==> src/rtl/poc_pkg.sv <==
// shared types, constants and helpers for the pattern occurrence counter
`timescale 1ns / 1ps
`default_nettype none

package poc_pkg;

	// capacity of the pattern store and the text window
	localparam int PATTERN_MAX = 64;
	// width of the running occurrence total
	localparam int COUNT_BITS = 16;

	localparam int IDX_W = (PATTERN_MAX > 1) ? $clog2(PATTERN_MAX) : 1;
	localparam int LEN_W = $clog2(PATTERN_MAX + 1);

	localparam int CHAR_W = 8;
	localparam int OUT_COUNT_W = 16;

	localparam int QUEUE_DEPTH = 2;
	localparam int QPTR_W = $clog2(QUEUE_DEPTH);
	localparam int QCNT_W = $clog2(QUEUE_DEPTH + 1);

	localparam logic [CHAR_W-1:0] SPACE_CODE = 8'h20;
	localparam logic [CHAR_W-1:0] UPPER_FIRST = 8'h41;
	localparam logic [CHAR_W-1:0] UPPER_LAST = 8'h5a;
	localparam logic [CHAR_W-1:0] CASE_OFFSET = 8'h20;

	localparam logic [1:0] CMD_CLEAR = 2'd0;
	localparam logic [1:0] CMD_APPEND = 2'd1;
	localparam logic [1:0] CMD_TEXT = 2'd2;

	localparam logic [1:0] MODE_EXACT = 2'd0;
	localparam logic [1:0] MODE_FOLD = 2'd1;
	localparam logic [1:0] MODE_NOSPACE = 2'd2;

	typedef enum logic [1:0] {
		OP_CLEAR,
		OP_APPEND,
		OP_TEXT,
		OP_HOLD
	} op_t;

	typedef struct packed {
		op_t op;
		logic [CHAR_W-1:0] chr;
	} entry_t;

	typedef struct packed {
		logic [OUT_COUNT_W-1:0] count;
		logic here;
		logic full;
	} result_t;

	typedef enum logic [1:0] {
		ST_IDLE,
		ST_FETCH,
		ST_CHECK,
		ST_DONE
	} state_t;

	function automatic logic [CHAR_W-1:0] fold_byte(input logic [CHAR_W-1:0] c,
			input logic [1:0] mode);
		if (mode == MODE_FOLD && c >= UPPER_FIRST && c <= UPPER_LAST) begin
			return c + CASE_OFFSET;
		end
		return c;
	endfunction

endpackage

`default_nettype wire

==> src/rtl/poc_front.sv <==
// input side: decodes each item into an operation and holds it in a short queue
`timescale 1ns / 1ps
`default_nettype none

module poc_front (
	input  wire logic              clk,
	input  wire logic              arst_n,
	input  wire logic              push,
	output logic                   full,
	input  wire logic [1:0]        command,
	input  wire logic [7:0]        char_code,
	input  wire logic [1:0]        mode,
	output logic                   q_valid,
	output poc_pkg::entry_t        q_entry,
	input  wire logic              q_pop
);
	import poc_pkg::*;

	entry_t            ent_q [QUEUE_DEPTH];
	logic [QPTR_W-1:0] wr_ptr_q;
	logic [QPTR_W-1:0] rd_ptr_q;
	logic [QCNT_W-1:0] cnt_q;
	entry_t            decoded;
	logic              do_push;
	logic              do_pop;

	// spaces in no-space mode never reach the window, so they leave the window and the total unchanged
	always_comb begin
		decoded.chr = char_code;
		case (command)
			CMD_CLEAR:  decoded.op = OP_CLEAR;
			CMD_APPEND: decoded.op = OP_APPEND;
			CMD_TEXT: begin
				if (mode == MODE_NOSPACE && char_code == SPACE_CODE) begin
					decoded.op = OP_HOLD;
				end else begin
					decoded.op = OP_TEXT;
				end
			end
			default:    decoded.op = OP_HOLD;
		endcase
	end

	assign full    = (cnt_q == QCNT_W'(QUEUE_DEPTH));
	assign q_valid = (cnt_q != '0);
	assign q_entry = ent_q[rd_ptr_q];
	assign do_push = push && !full;
	assign do_pop  = q_pop && q_valid;

	always_ff @(posedge clk) begin
		if (do_push) begin
			ent_q[wr_ptr_q] <= decoded;
		end
	end

	always_ff @(posedge clk or negedge arst_n) begin
		if (!arst_n) begin
			wr_ptr_q <= '0;
			rd_ptr_q <= '0;
			cnt_q    <= '0;
		end else begin
			if (do_push) begin
				wr_ptr_q <= wr_ptr_q + QPTR_W'(1);
			end
			if (do_pop) begin
				rd_ptr_q <= rd_ptr_q + QPTR_W'(1);
			end
			case ({do_push, do_pop})
				2'b10:   cnt_q <= cnt_q + QCNT_W'(1);
				2'b01:   cnt_q <= cnt_q - QCNT_W'(1);
				default: cnt_q <= cnt_q;
			endcase
		end
	end

endmodule

`default_nettype wire

==> src/rtl/poc_back.sv <==
// execution side: pattern and window memories, comparison walk, count and result register
`timescale 1ns / 1ps
`default_nettype none

module poc_back (
	input  wire logic              clk,
	input  wire logic              arst_n,
	input  wire logic [1:0]        mode,
	input  wire logic              q_valid,
	input  wire poc_pkg::entry_t   q_entry,
	output logic                   q_pop,
	output logic                   out_valid,
	output poc_pkg::result_t       out_result,
	input  wire logic              out_pop
);
	import poc_pkg::*;

	localparam int AW = LEN_W + 1;

	logic [CHAR_W-1:0] pat_mem [PATTERN_MAX];
	logic [CHAR_W-1:0] win_mem [PATTERN_MAX];
	logic [CHAR_W-1:0] pat_rd_q;
	logic [CHAR_W-1:0] win_rd_q;

	state_t            state_q;
	state_t            state_d;
	logic [LEN_W-1:0]  len_q;
	logic [LEN_W-1:0]  seen_q;
	logic [IDX_W-1:0]  head_q;
	logic [IDX_W-1:0]  i_q;
	logic [LEN_W-1:0]  k_q;
	logic [COUNT_BITS-1:0] total_q;
	logic              here_q;
	logic              full_q;
	logic              out_valid_q;
	result_t           out_q;

	logic [AW-1:0]     rd_sum;
	logic [IDX_W-1:0]  win_addr;
	logic              skip;
	logic              miss;
	logic              last;
	logic [LEN_W-1:0]  k_next;
	logic              found;
	logic              slot_free;
	logic              pat_we;
	logic              win_we;
	logic              has_room;

	// window byte k places back from the newest one
	assign rd_sum   = AW'(head_q) + AW'(PATTERN_MAX - 1) - AW'(k_q);
	assign win_addr = (rd_sum >= AW'(PATTERN_MAX)) ? IDX_W'(rd_sum - AW'(PATTERN_MAX))
	                                               : IDX_W'(rd_sum);

	assign has_room  = (len_q < LEN_W'(PATTERN_MAX));
	assign skip      = (mode == MODE_NOSPACE) && (pat_rd_q == SPACE_CODE);
	assign miss      = !skip && ((k_q >= seen_q) ||
	                   (fold_byte(win_rd_q, mode) != fold_byte(pat_rd_q, mode)));
	assign k_next    = skip ? k_q : k_q + LEN_W'(1);
	assign last      = (i_q == '0);
	assign found     = !miss && last && (k_next != '0);
	assign slot_free = !out_valid_q || out_pop;

	always_comb begin
		state_d = state_q;
		q_pop   = 1'b0;
		pat_we  = 1'b0;
		win_we  = 1'b0;
		case (state_q)
			ST_IDLE: begin
				if (q_valid) begin
					q_pop = 1'b1;
					if (q_entry.op == OP_APPEND && has_room) begin
						pat_we = 1'b1;
					end
					if (q_entry.op == OP_TEXT) begin
						win_we = 1'b1;
					end
					if (q_entry.op == OP_TEXT && len_q != '0) begin
						state_d = ST_FETCH;
					end else begin
						state_d = ST_DONE;
					end
				end
			end
			ST_FETCH: state_d = ST_CHECK;
			ST_CHECK: begin
				if (miss || last) begin
					state_d = ST_DONE;
				end else begin
					state_d = ST_FETCH;
				end
			end
			ST_DONE: begin
				if (slot_free) begin
					state_d = ST_IDLE;
				end
			end
			default: state_d = ST_IDLE;
		endcase
	end

	always_ff @(posedge clk or negedge arst_n) begin
		if (!arst_n) begin
			state_q <= ST_IDLE;
		end else begin
			state_q <= state_d;
		end
	end

	// memories, read every cycle
	always_ff @(posedge clk) begin
		if (pat_we) begin
			pat_mem[len_q[IDX_W-1:0]] <= q_entry.chr;
		end
		if (win_we) begin
			win_mem[head_q] <= q_entry.chr;
		end
		pat_rd_q <= pat_mem[i_q];
		win_rd_q <= win_mem[win_addr];
	end

	always_ff @(posedge clk or negedge arst_n) begin
		if (!arst_n) begin
			len_q       <= '0;
			seen_q      <= '0;
			head_q      <= '0;
			total_q     <= '0;
			here_q      <= 1'b0;
			full_q      <= 1'b0;
			i_q         <= '0;
			k_q         <= '0;
			out_valid_q <= 1'b0;
		end else begin
			if (state_q == ST_DONE && slot_free) begin
				out_valid_q <= 1'b1;
			end else if (out_pop) begin
				out_valid_q <= 1'b0;
			end
			case (state_q)
				ST_IDLE: begin
					if (q_valid) begin
						here_q <= 1'b0;
						full_q <= (q_entry.op == OP_APPEND) && !has_room;
						k_q    <= '0;
						i_q    <= IDX_W'(len_q - LEN_W'(1));
						case (q_entry.op)
							OP_CLEAR: begin
								len_q   <= '0;
								seen_q  <= '0;
								head_q  <= '0;
								total_q <= '0;
							end
							OP_APPEND: begin
								if (has_room) begin
									len_q <= len_q + LEN_W'(1);
								end
							end
							OP_TEXT: begin
								head_q <= (head_q == IDX_W'(PATTERN_MAX - 1)) ? '0
								                                            : head_q + IDX_W'(1);
								if (seen_q != LEN_W'(PATTERN_MAX)) begin
									seen_q <= seen_q + LEN_W'(1);
								end
							end
							default: begin
							end
						endcase
					end
				end
				ST_CHECK: begin
					k_q <= k_next;
					i_q <= i_q - IDX_W'(1);
					if (found) begin
						here_q <= 1'b1;
						if (total_q != '1) begin
							total_q <= total_q + COUNT_BITS'(1);
						end
					end
				end
				default: begin
				end
			endcase
		end
	end

	always_ff @(posedge clk) begin
		if (state_q == ST_DONE && slot_free) begin
			out_q.count <= OUT_COUNT_W'(total_q);
			out_q.here  <= here_q;
			out_q.full  <= full_q;
		end
	end

	assign out_valid  = out_valid_q;
	assign out_result = out_q;

	// the walk never compares further back than the bytes seen
	a_k_bounded: assert property (@(posedge clk) disable iff (!arst_n)
		state_q == ST_CHECK |-> k_q <= seen_q)
		else $error("comparison offset ran past the text history");

	// only a clear lowers the running total
	a_total_monotonic: assert property (@(posedge clk) disable iff (!arst_n)
		!(state_q == ST_IDLE && q_valid && q_entry.op == OP_CLEAR)
		|=> total_q >= $past(total_q))
		else $error("occurrence total went down without a clear");

	// a match needs a stored pattern
	a_match_needs_pattern: assert property (@(posedge clk) disable iff (!arst_n)
		state_q == ST_DONE && here_q |-> len_q != '0)
		else $error("match flagged with an empty pattern");

	// a result is never overwritten before it is taken
	a_no_overwrite: assert property (@(posedge clk) disable iff (!arst_n)
		out_valid_q && !out_pop |=> out_valid_q && $stable(out_q))
		else $error("waiting result lost or changed");

	a_len_bounded: assert property (@(posedge clk) disable iff (!arst_n)
		len_q <= LEN_W'(PATTERN_MAX) && seen_q <= LEN_W'(PATTERN_MAX))
		else $error("pattern length or history count beyond capacity");

endmodule

`default_nettype wire

==> src/rtl/pattern_occurrence_counter_unit.sv <==
// top level of the pattern occurrence counter: mode register, front queue and back end
`timescale 1ns / 1ps
`default_nettype none

// Counts overlapping occurrences of a stored pattern in a stream of text bytes.
// Items enter through a two-entry queue (push/full) and every item yields one
// result, taken through empty/pop. Clear, append and any item that leaves the
// state alone go straight from idle to the done state in the back end. A text
// byte with a stored pattern first walks from the newest window byte backwards
// through the pattern memory, one pattern byte per read-then-compare pair, and
// stops at the first mismatch or at the first pattern byte. The done state
// waits until the result slot is free. The mode register is to be written
// only while no item is in flight; it takes effect from the next item.

module pattern_occurrence_counter_unit (
	input  wire logic        clk,
	input  wire logic        arst_n,
	input  wire logic        push,
	output logic             full,
	input  wire logic [1:0]  command,
	input  wire logic [7:0]  char_code,
	output logic             empty,
	input  wire logic        pop,
	output logic [15:0]      match_count,
	output logic             match_here,
	output logic             pattern_full,
	input  wire logic        match_mode_we,
	input  wire logic [1:0]  match_mode_wdata
);
	import poc_pkg::*;

	logic [1:0] mode_q;
	logic       q_valid;
	entry_t     q_entry;
	logic       q_pop;
	logic       out_valid;
	result_t    out_result;

	always_ff @(posedge clk or negedge arst_n) begin
		if (!arst_n) begin
			mode_q <= MODE_EXACT;
		end else if (match_mode_we) begin
			mode_q <= match_mode_wdata;
		end
	end

	poc_front u_front (
		.clk       (clk),
		.arst_n    (arst_n),
		.push      (push),
		.full      (full),
		.command   (command),
		.char_code (char_code),
		.mode      (mode_q),
		.q_valid   (q_valid),
		.q_entry   (q_entry),
		.q_pop     (q_pop)
	);

	poc_back u_back (
		.clk        (clk),
		.arst_n     (arst_n),
		.mode       (mode_q),
		.q_valid    (q_valid),
		.q_entry    (q_entry),
		.q_pop      (q_pop),
		.out_valid  (out_valid),
		.out_result (out_result),
		.out_pop    (pop)
	);

	assign empty        = !out_valid;
	assign match_count  = out_result.count;
	assign match_here   = out_result.here;
	assign pattern_full = out_result.full;

endmodule

`default_nettype wire
==> config.mk <==
export PLATFORM = sky130hd
export DESIGN_NAME = pattern_occurrence_counter_unit
export DESIGN_NICKNAME = d
export VERILOG_FILES = /design/src/rtl/poc_pkg.sv /design/src/rtl/poc_front.sv /design/src/rtl/poc_back.sv /design/src/rtl/pattern_occurrence_counter_unit.sv
export SDC_FILE = /design/constraint.sdc
export NUM_CORES = 1
export LEC_CHECK = 0
export BUFFER_PORTS_ARGS = -buffer_cell sky130_fd_sc_hd__clkbuf_2
export CAP_MARGIN = 0
export CORE_MARGIN = 3
export CORE_UTILIZATION = 50
export DETAILED_ROUTE_END_ITERATION = 10
export GPL_TIMING_DRIVEN = 0
export PLACE_DENSITY = 0.73
export SLEW_MARGIN = 5
export SYNTH_ARGS = -nofsm -noshare
export SYNTH_HDL_FRONTEND = slang
export SYNTH_HIERARCHICAL = 1
export SYNTH_SLANG_ARGS = --single-unit
export TNS_END_PERCENT = 1
==> constraint.sdc <==
create_clock -name clk -period 10.2 [get_ports clk]
set_input_delay 2.04 -clock clk [delete_from_list [all_inputs] [get_ports clk]]
set_output_delay 2.04 -clock clk [all_outputs]
set_load 0.05 [all_outputs]
# Yosys cells after proc, flatten, opt, wreduce, memory -nomap -nowiden
# Memories as Yosys holds them, arrays and structs flattened. A register that Yosys moved wholly into a read port is not among the register bits.
# Index checks and enable logic that the tools add are counted.
[word_totals]
ff_bits = 78
ram_bits = 1044
inputBits = 17
mem_count = 3
[classes]
n_addsub = 16
n_lt_le_gt_ge = 7
n_eq_ne = 25
n_mux = 50
n_reduce_logical = 43
[mem_list]
columns = ["memory", "depth", "width", "rd", "rd_clocked_by_memory_dff", "write_ports", "line_no", "source"]
rows = [
  ["u_back.pat_mem", 64, 8, 1, 1, 1, "poc_back.sv:20", "logic [CHAR_W-1:0] pat_mem [PATTERN_MAX];"],
  ["u_back.win_mem", 64, 8, 1, 1, 1, "poc_back.sv:21", "logic [CHAR_W-1:0] win_mem [PATTERN_MAX];"],
  ["u_front.ent_q", 2, 10, 1, 0, 1, "poc_front.sv:19", "entry_t ent_q [QUEUE_DEPTH];"],
]
[op_table]
columns = ["cell", "count"]
rows = [
  ["two-way mux 16 bit", 4],
  ["one-hot mux 7 bit (2 select lines)", 3],
  ["two-way mux 8 bit", 4],
  ["one-hot mux 16 bit (2 select lines)", 1],
  ["two-way mux 7 bit", 4],
  [">= comparator 8 x 7 -> 1 bit (second input constant)", 3],
  ["one-hot mux 6 bit (2 select lines)", 2],
  ["adder 7 x 1 -> 7 bit (second input constant)", 3],
  ["two-way mux 1 bit", 21],
  ["two-way mux 6 bit", 3],
  ["subtractor 6 x 1 -> 6 bit (second input constant)", 3],
  ["adder 16 x 1 -> 16 bit (second input constant)", 1],
  ["adder 8 x 6 -> 8 bit (second input constant)", 2],
  ["== test 8 x 6 -> 1 bit (second input constant)", 2],
  ["<= comparator 8 x 7 -> 1 bit (second input constant)", 2],
  ["inequality test 16 bit (second input constant)", 1],
  ["logical AND 1 bit", 15],
  ["== test 2 bit (second input constant)", 7],
  ["nonzero test 7 bit", 2],
  ["nonzero test 2 bit", 6],
  ["== test 2 x 1 -> 1 bit (second input constant)", 5],
  ["two-way mux 2 bit", 4],
  ["inequality test 2 x 1 -> 1 bit (second input constant)", 4],
  ["inequality test 8 bit", 1],
  ["23 further kinds", 38],
]

# Depth between registers and ports, before layout
# Gate-level depths: netlist (run 1).
[depth]
ltp_word = 13
depth_mapped = 13
mapped_depth_nobuf = 11

# Hierarchy
# Netlist (run 1), hierarchy kept.
[by_module_without_submodules]
columns = ["module", "n_inst", "cells_per_inst", "area_per_inst_um2", "seq_area_each_um2"]
rows = [
  ["poc_back", 1, 2327, 44406.3, 32961.6],
  ["poc_front", 1, 54, 953.4, 700.7],
  ["pattern_occurrence_counter_unit", 1, 5, 76.3, 50.0],
]

# Least setup slack after synthesis (run 1)
# No wires, ideal clock.
[synth_timing]
path_kind = "flip-flop to flip-flop"
from = "reg u_back.k_q[0]"
to = "reg u_back.win_rd_q[0], read port of u_back.win_mem"
arrival_ns = 3.460
setup_slack_ns = 6.607
stages_incl_launch_ff = 10
path_buffers = 3
period_less_slack_ns = 3.593
path_cell_list = "dfrtp_1 inv_1 ha_1 clkbuf_1 clkbuf_1 buf_1 mux4_2 mux4_2 mux2i_1 a21oi_1"
[synth_between]
elab_chain_len = 3
elab_cells_between_ends = 4
classes_between = "2 x add/sub; 1 x order compare; 1 x mux"
[synth_rtl]
columns = ["item", "line_no", "source"]
rows = [
  ["start: declaration", "poc_back.sv:31", "logic [LEN_W-1:0] k_q;"],
  ["start signal: assignment", "poc_back.sv:172", "k_q <= k_next;"],
  ["subtractor 7 x 7 -> 8 bit *", "poc_back.sv:51", "assign rd_sum = AW'(head_q) + AW'(PATTERN_MAX - 1) - AW'(k_q);"],
  [">= comparator 8 x 7 -> 1 bit / subtractor 6 x 1 -> 6 bit (equally long branches)", "poc_back.sv:52", "assign win_addr = (rd_sum >= AW'(PATTERN_MAX)) ? IDX_W'(rd_sum - AW'(PATTERN_MAX))"],
  ["two-way mux 6 bit *", "poc_back.sv:52", ""],
  ["end: declaration", "poc_back.sv:23", "logic [CHAR_W-1:0] win_rd_q;"],
]
# Every way passes the cells marked *; elsewhere a longest branch is shown, timed or not.
# A chain may end at the register's enable or synchronous reset.

# Final worst setup path (run 1)
[layout_timing]
from = "reg u_back.k_q[0]"
to = "reg u_back.win_rd_q[3], read port of u_back.win_mem"
# The elaborated chain is that of the path after synthesis.

==> results of run 1 <==
## synth_stat cells (all sizes together) (4+ instances only)
master	count	area share, %
o22ai	20	0.28
mux2i	101	2.2
o21ai	60	0.67
a22oi	6	0.11
xor2	14	0.27
nand3	31	0.34
or3	13	0.18
nand2b	8	0.11
o21a	8	0.13
a21o	4	0.066
nor2b	20	0.28
nor3	34	0.37
a31oi	12	0.23
a21oi	62	0.68
edfxtp	1062	70
nor2	193	1.6
nor4	5	0.069
mux2	16	0.40
xnor2	18	0.35
and3	12	0.17
o32a	4	0.088
mux4	254	13
o221ai	32	0.62
or2	11	0.15
buf	37	0.37
a211oi	12	0.20
ha	23	0.63
clkbuf	87	0.72
dfrtp	60	3.3
nand2	62	0.51
inv	26	0.21
o31ai	4	0.066
nand3b	7	0.12
dfxtp	16	0.70
## kinds of logic (layout without fill, tap and decap cells)
kind of cell    Yosys count  in the layout  synth area share, %
fa+ha+maj                24             24                0.677
buf+inv                 150            389                 1.30
compound gates          254            254                 3.73
xor+xnor                 32             32                0.617
simple gates            417            417                 4.27
flops                  1138           1138                 74.2
other cells               0              2                    0
mux                     371            371                 15.2
## routing by layer
metal  vias up  track usage [%]  routed length, um
li1      10000                -                  -
met1     12600             30.5              41000
met2      1322             36.2              51400
met3       242             4.44               9030
met4         0             8.54               4080
met5         -                0                  0
## stage by stage
step,power (mW),setup slack (ps),cells,util (%)
CTS,15.8,5230,3790,56.8
global route,16.4,5000,3790,56.8
floorplan,9.97,6610,2386,-
detailed placement,12.0,5300,3595,53.1
finish,15.8,5300,3792,56.8
global placement,11.9,5300,3587,52.8
## sequential cells by signal, summed over array words and instances, names as in the netlist, 8 cells and up
signal,count
u_back/pat_mem,512
u_back/win_mem,512
u_front/ent_q,20
u_back/total_q,16
u_back/win_rd_q,8
u_back/pat_rd_q,8
u_back/out_result,18
## worst reg2reg max path: cells and delay by family, from the launching register on
family	cells	cell delay (ps)
buffers and inverters	4	2390
muxes	3	1450
DFF	1	430
adders and majority gates	1	340
AOI/OAI and AO/OA	1	150
## power breakdown
part	internal, mW	leakage, nW	total (mW)	switching, mW
Sequential	5.79	10.5	5.91	0.118
Clock	2.13	1.63	3.77	1.64
Combinational	2.40	4.20	6.12	3.72
## layout make-up
type / count / share of cell area, %
sequential: 1138 / 66.5
clock buffer: 137 / 5.67
buffer: 124 / 0.975
multi-input combinational: 1098 / 22.1
timing repair buffer: 44 / 0.780
antenna: 2 / 0.00988
inverter: 26 / 0.193
tap: 1165 / 2.88
clock inverter: 58 / 0.837
## placed cells by master (no fill, tap or decap), drive strengths merged, types with 34 or more instances in the layout
master and instances:
o21ai 60, mux2i 101, nor3 34, nand2 62, clkinv 48, mux4 254, dfrtp 60, nor2 193
buf 45, edfxtp 1062, clkbuf 260, a21oi 62
## how the worst max path moves through the flow
stage                  startpoint            endpoint  cells after the start
floorplan           u_back/k_q[0]  u_back/win_rd_q[0]                      9
global placement    u_back/k_q[0]  u_back/win_rd_q[6]                      9
detailed placement  u_back/k_q[0]  u_back/win_rd_q[6]                      9
CTS                 u_back/k_q[0]  u_back/win_rd_q[3]                      9
global route        u_back/k_q[0]  u_back/win_rd_q[3]                      9
finish              u_back/k_q[0]  u_back/win_rd_q[3]                      9
==> key figures, run 1 <==
Run status
  • Outcome: finished, final reports clean

Floorplan
  • Die area: 0.0945 mm2
  • Die Y: 307 um
  • Io pins: 37
  • # rows: 109
  • Area of the core: 0.0892 mm2
  • Effective utilization at floorplan: 50.9%
  • Die width: 307 um

Clocking
  • Hold-fix buffers, CTS: 0
  • CTS tree: yes
  • Skew-Pair Late Insertion Delay: 670 ps
  • Resized cells post-CTS: 0
  • CTS clk-pin slew, worst paths: 60 ps
  • Clk sinks: 1138
  • Root buffer cell: clkbuf_16
  • H-tree levels: 3
  • Clock Path Buffers: 3
  • Post-CTS setup buffer count: 0
  • TritonCTS buffer count: 106

Setup path
  • Worst EP arrival: 5420 ps
  • Worst R2R Path Depth: 9
  • Register-to-register setup slack: 5300 ps
  • Worst path max stage delay: 830 ps
  • Cells along the critical path: inv_1, ha_1, clkbuf_1, clkbuf_1, buf_1, mux4_2, mux4_2, mux2i_1, a21oi_1
  • CP endpoint kind: flop
  • Worst reg2reg startpoint: u_back/k_q[0]
  • Req. time, crit path: 10720 ps
  • Slowest CP cell: buf_1
  • Cell family with most CP delay: buffers and inverters
  • CP Max Fanout: 10
  • R2R Path End: u_back/win_rd_q[3]
  • WP buf/inv: 4
  • Critical Path Start Type: flop
  • Setup Crit Path Kind: reg -> reg

Power
  • Cell leakage power: 16.3 nW
  • Pwr dens: 312 mW/mm2
  • Peak supply drop: 0.222 mV

Yosys
  • Flop and latch count out of synthesis: 1138
  • Share of synthesized flip-flops with an asynchronous set or reset: 5.27%
  • Syn_area_per_cell: 19.0 um2
  • Distinct cells, synth: 71
  • Synth warn: 6
  • Commonest register cell after synthesis: edfxtp_1
  • Synth Net Count: 2427
  • Post-synthesis sequential area ratio: 74.2%
  • Gate Count Post-Synth: 2386
  • Post-synthesis instance area: 0.0454 mm2
  • Post-synth EDFFs: 1062

Timing
  • Unrepaired setup endpoints after global routing: false
  • Max transition margin: 13.4%
  • Clk_skew: 19.3 ps
  • Fin crit share: 48.0%
  • Crit path time final: 4900 ps
  • Setup TNS: 0 ps
  • Final Hold Violating Endpoints: 0
  • Slew at the pin closest to its max-slew limit: 1290 ps
  • Final Max Slew Viols: 0
  • Maximum operating frequency: 204 MHz
  • Hold slack: 452 ps
  • Setup violators final: 0

Layout
  • P&R area growth vs syn: 11.5%
  • Final instance area: 0.0507 mm2
  • Multi-input logic area: 0.0112 mm2
  • Fillers: 6518
  • Layout net count: 2579
  • Register area: 0.0337 mm2
  • Share of cells above drive strength 1: 19.1%

Route
  • DRC: 0
  • Total number of vias: 24200
  • 1st-pass router iterations: 7
  • DRT iter0 DRCs: 3338
  • ANT nets after route: 0
  • DR WL/cell: 27.8 um
  • DRT Wirelength: 105000 um
  • Vias/cell: 6.38

GRT
  • Grt ovf: 0
  • Initial antenna violation count: 3
  • Vias in the first global route: 24100
  • Overall routing resource usage: 22.4%
  • First-pass GRT wire length: 157000 um
  • Largest net degree at the start of global routing: 129

Placed design
  • HPWL Detailed: 66800 um
  • Placer Congestion: 0.921
  • Placed inst area: 0.0473 mm2
  • Port Buffer Count: 36

Worst hold path
  • HP Class: reg -> reg
  • Depth of the worst hold-timing path: 0
  • HP Start: u_back/here_q
  • Hold-critical path endpoint: u_back/out_result[1]

Job
  • # Max-Cap Violations: 0
Power figures use the tool's default switching activity.
==> inputs of run 2 (changes only) <==
PLACE_DENSITY = 0.76   (was 0.73)
clock period = 4.03 ns   (was 10.2 ns; I/O delays follow)
==> key figures, run 2 (same netlist as run 1, synthesis figures left out) <==
Clocking
  • TritonCTS buffer count: 103
  • Clock Path Buffers: 3
  • Skew-Pair Late Insertion Delay: 670 ps
  • Clk sinks: 1138
  • H-tree levels: 3
  • CTS clk-pin slew, worst paths: 60 ps
  • Root buffer cell: clkbuf_16
  • CTS tree: yes

Power
  • Flop pwr share: 36.8%
  • Combinational share of power: 38.7%
  • Clock network power share: 24.5%
  • Sw frac: 34.6%
  • Tot Pwr: 40.6 mW
  • Internal power: 26.6 mW
  • NetSw: 14.0 mW
  • Cell leakage power: 16.5 nW
  • Pwr dens: 793 mW/mm2
  • Peak supply drop: 0.484 mV

Job
  • # Max-Cap Violations: 0

Setup path
  • Req. time, crit path: 4330 ps
  • Cell family with most CP delay: simple AND/OR/NAND/NOR gates
  • CP Max Fanout: 10
  • Worst EP arrival: 4520 ps
  • Slowest CP cell: nor3_2
  • CP endpoint kind: flop
  • Setup Crit Path Kind: reg -> reg
  • WP buf/inv: 4
  • Critical Path Start Type: flop
  • Crit path top cell by count: clkbuf_1
  • Cells along the critical path: or2_1, nor2b_1, nand2b_1, clkbuf_1, or3_1, clkbuf_1, clkbuf_1, buf_1, nor3_2
  • Worst path max stage delay: 830 ps

Floorplan
  • Area of the core: 0.0892 mm2
  • Die width: 307 um
  • # rows: 109
  • Io pins: 37
  • Effective utilization at floorplan: 50.9%
  • Die Y: 307 um
  • Die area: 0.0945 mm2

Timing
  • Unrepaired setup endpoints after global routing: true
  • Setup violators final: 120
  • Clk_skew: 20.1 ps
  • Setup TNS: -13740 ps
  • Final Max Slew Viols: 0
  • Max transition margin: 14.9%
  • Fin crit share: 105%
  • Final Hold Violating Endpoints: 0
  • Setup WS post-layout: -192 ps
  • Maximum operating frequency: 237 MHz
  • Crit path time final: 4220 ps
  • Slew at the pin closest to its max-slew limit: 1270 ps

Layout
  • Register area: 0.0337 mm2
  • Multi-input logic area: 0.0114 mm2
  • Diodes inserted: 0
  • Share of cells above drive strength 1: 22.8%
  • Commonest non-fill, non-tap cells in the layout: edfxtp_1 (1062), mux4_2 (254), nor2_1 (145)
  • P&R area growth vs syn: 12.6%
  • Fillers: 6381
  • Final core utilization: 57.4%
  • Layout net count: 2582
  • Commonest non-fill, non-tap cell in the layout: edfxtp_1

GRT
  • First-pass GRT wire length: 160000 um
  • Grt ovf: 0
  • Initial antenna violation count: 5
  • Overall routing resource usage: 22.9%
  • Largest net degree at the start of global routing: 85
  • Vias in the first global route: 24500

Route
  • DR WL/cell: 28.4 um
  • DRT Wirelength: 108000 um
  • 1st-pass router iterations: 11
  • DRC: 1
  • Total number of vias: 24400
  • ANT nets after route: 0
  • Vias/cell: 6.44
  • DRT iter0 DRCs: 3458

Placed design
  • HPWL Detailed: 68000 um
  • Placement Setup Slack: -931 ps
  • Port Buffer Count: 36
  • Placer Congestion: 0.911

Run status
  • Failing checks: design-rule violations, negative setup slack
  • Outcome: finished with violations

Worst hold path
  • HP Class: in -> reg
==> run 2: repair_timing <==
action | in CTS | in global routing
setup endpoints to repair | 242 | 676
hold buffers | 1 | 0
gates resized for setup | 56 | 55
endpoints found under the hold margin | 5 | 0
setup buffers | 0 | 4
cloned | 0 | 0
pin swaps | 0 | 3
==> run 2: per-layer routing <==
metal / up-vias / global-route usage, % / share of wire (%)
met1: 12600 / 30.6 / 38
met2: 1470 / 36.9 / 49
met4: 2 / 10.3 / 4.7
met3: 313 / 4.48 / 8.9
li1: 10000 / - / -
met5: - / 0 / 0.0093
==> run 2: path summary, 6_finish.rpt <==
kind / to / start / slack (ps) / cells past startpoint
max reg2reg: u_back/pat_mem[7][2] / u_front/cnt_q[0] / -190 / 9
min: u_front/ent_q[0][2] / char_code[2] / 350 / 1
max: u_back/pat_mem[7][2] / u_front/cnt_q[0] / -190 / 9
min reg2reg: u_back/out_result[1] / u_back/here_q / 460 / 0
max in group asynchronous: u_back/i_q[1] / arst_n / 2940 / 3
min in group asynchronous: u_back/head_q[5] / arst_n / 550 / 2
==> run 2: layout make-up <==
| cell class | count | area share [%] |
|---|---|---|
| tap | 1165 | 2.85 |
| buffer | 124 | 1.12 |
| inverter | 26 | 0.191 |
| sequential | 1138 | 65.9 |
| multi-input combinational | 1098 | 22.3 |
| timing repair buffer | 50 | 0.905 |
| clock inverter | 58 | 1.12 |
| clock buffer | 138 | 5.64 |
==> run 2: metrics by stage <==
stage                     hold WS, ps  cells  instance area (um2)
after global placement            438   3587                47100
after floorplan                   425   2386                45400
final                             345   3797                51200
after global routing              322   3797                51200
after detailed placement          439   3596                47400
after CTS                         309   3793                50900
==> run 2: power by group through the flow <==
stage | Combinational [mW] | Sequential, mW | Clock, mW
2_1_floorplan | 9.87 | 15.4 | 0
6_report | 15.7 | 15.0 | 9.95
3_3_place_gp | 14.7 | 15.3 | 0
3_5_place_dp | 15.3 | 15.2 | 0
4_1_cts | 15.6 | 14.9 | 10.1
5_1_grt | 16.5 | 15.0 | 10.5
==> run 2: worst register-to-register path, cell delays in order, from the launching register on <==
cell and delay [ps]:
dfrtp_1 410, or2_1 310, nor2b_1 460, nand2b_1 100
clkbuf_1 220, or3_1 420, clkbuf_1 190, clkbuf_1 340
buf_1 580, nor3_2 830
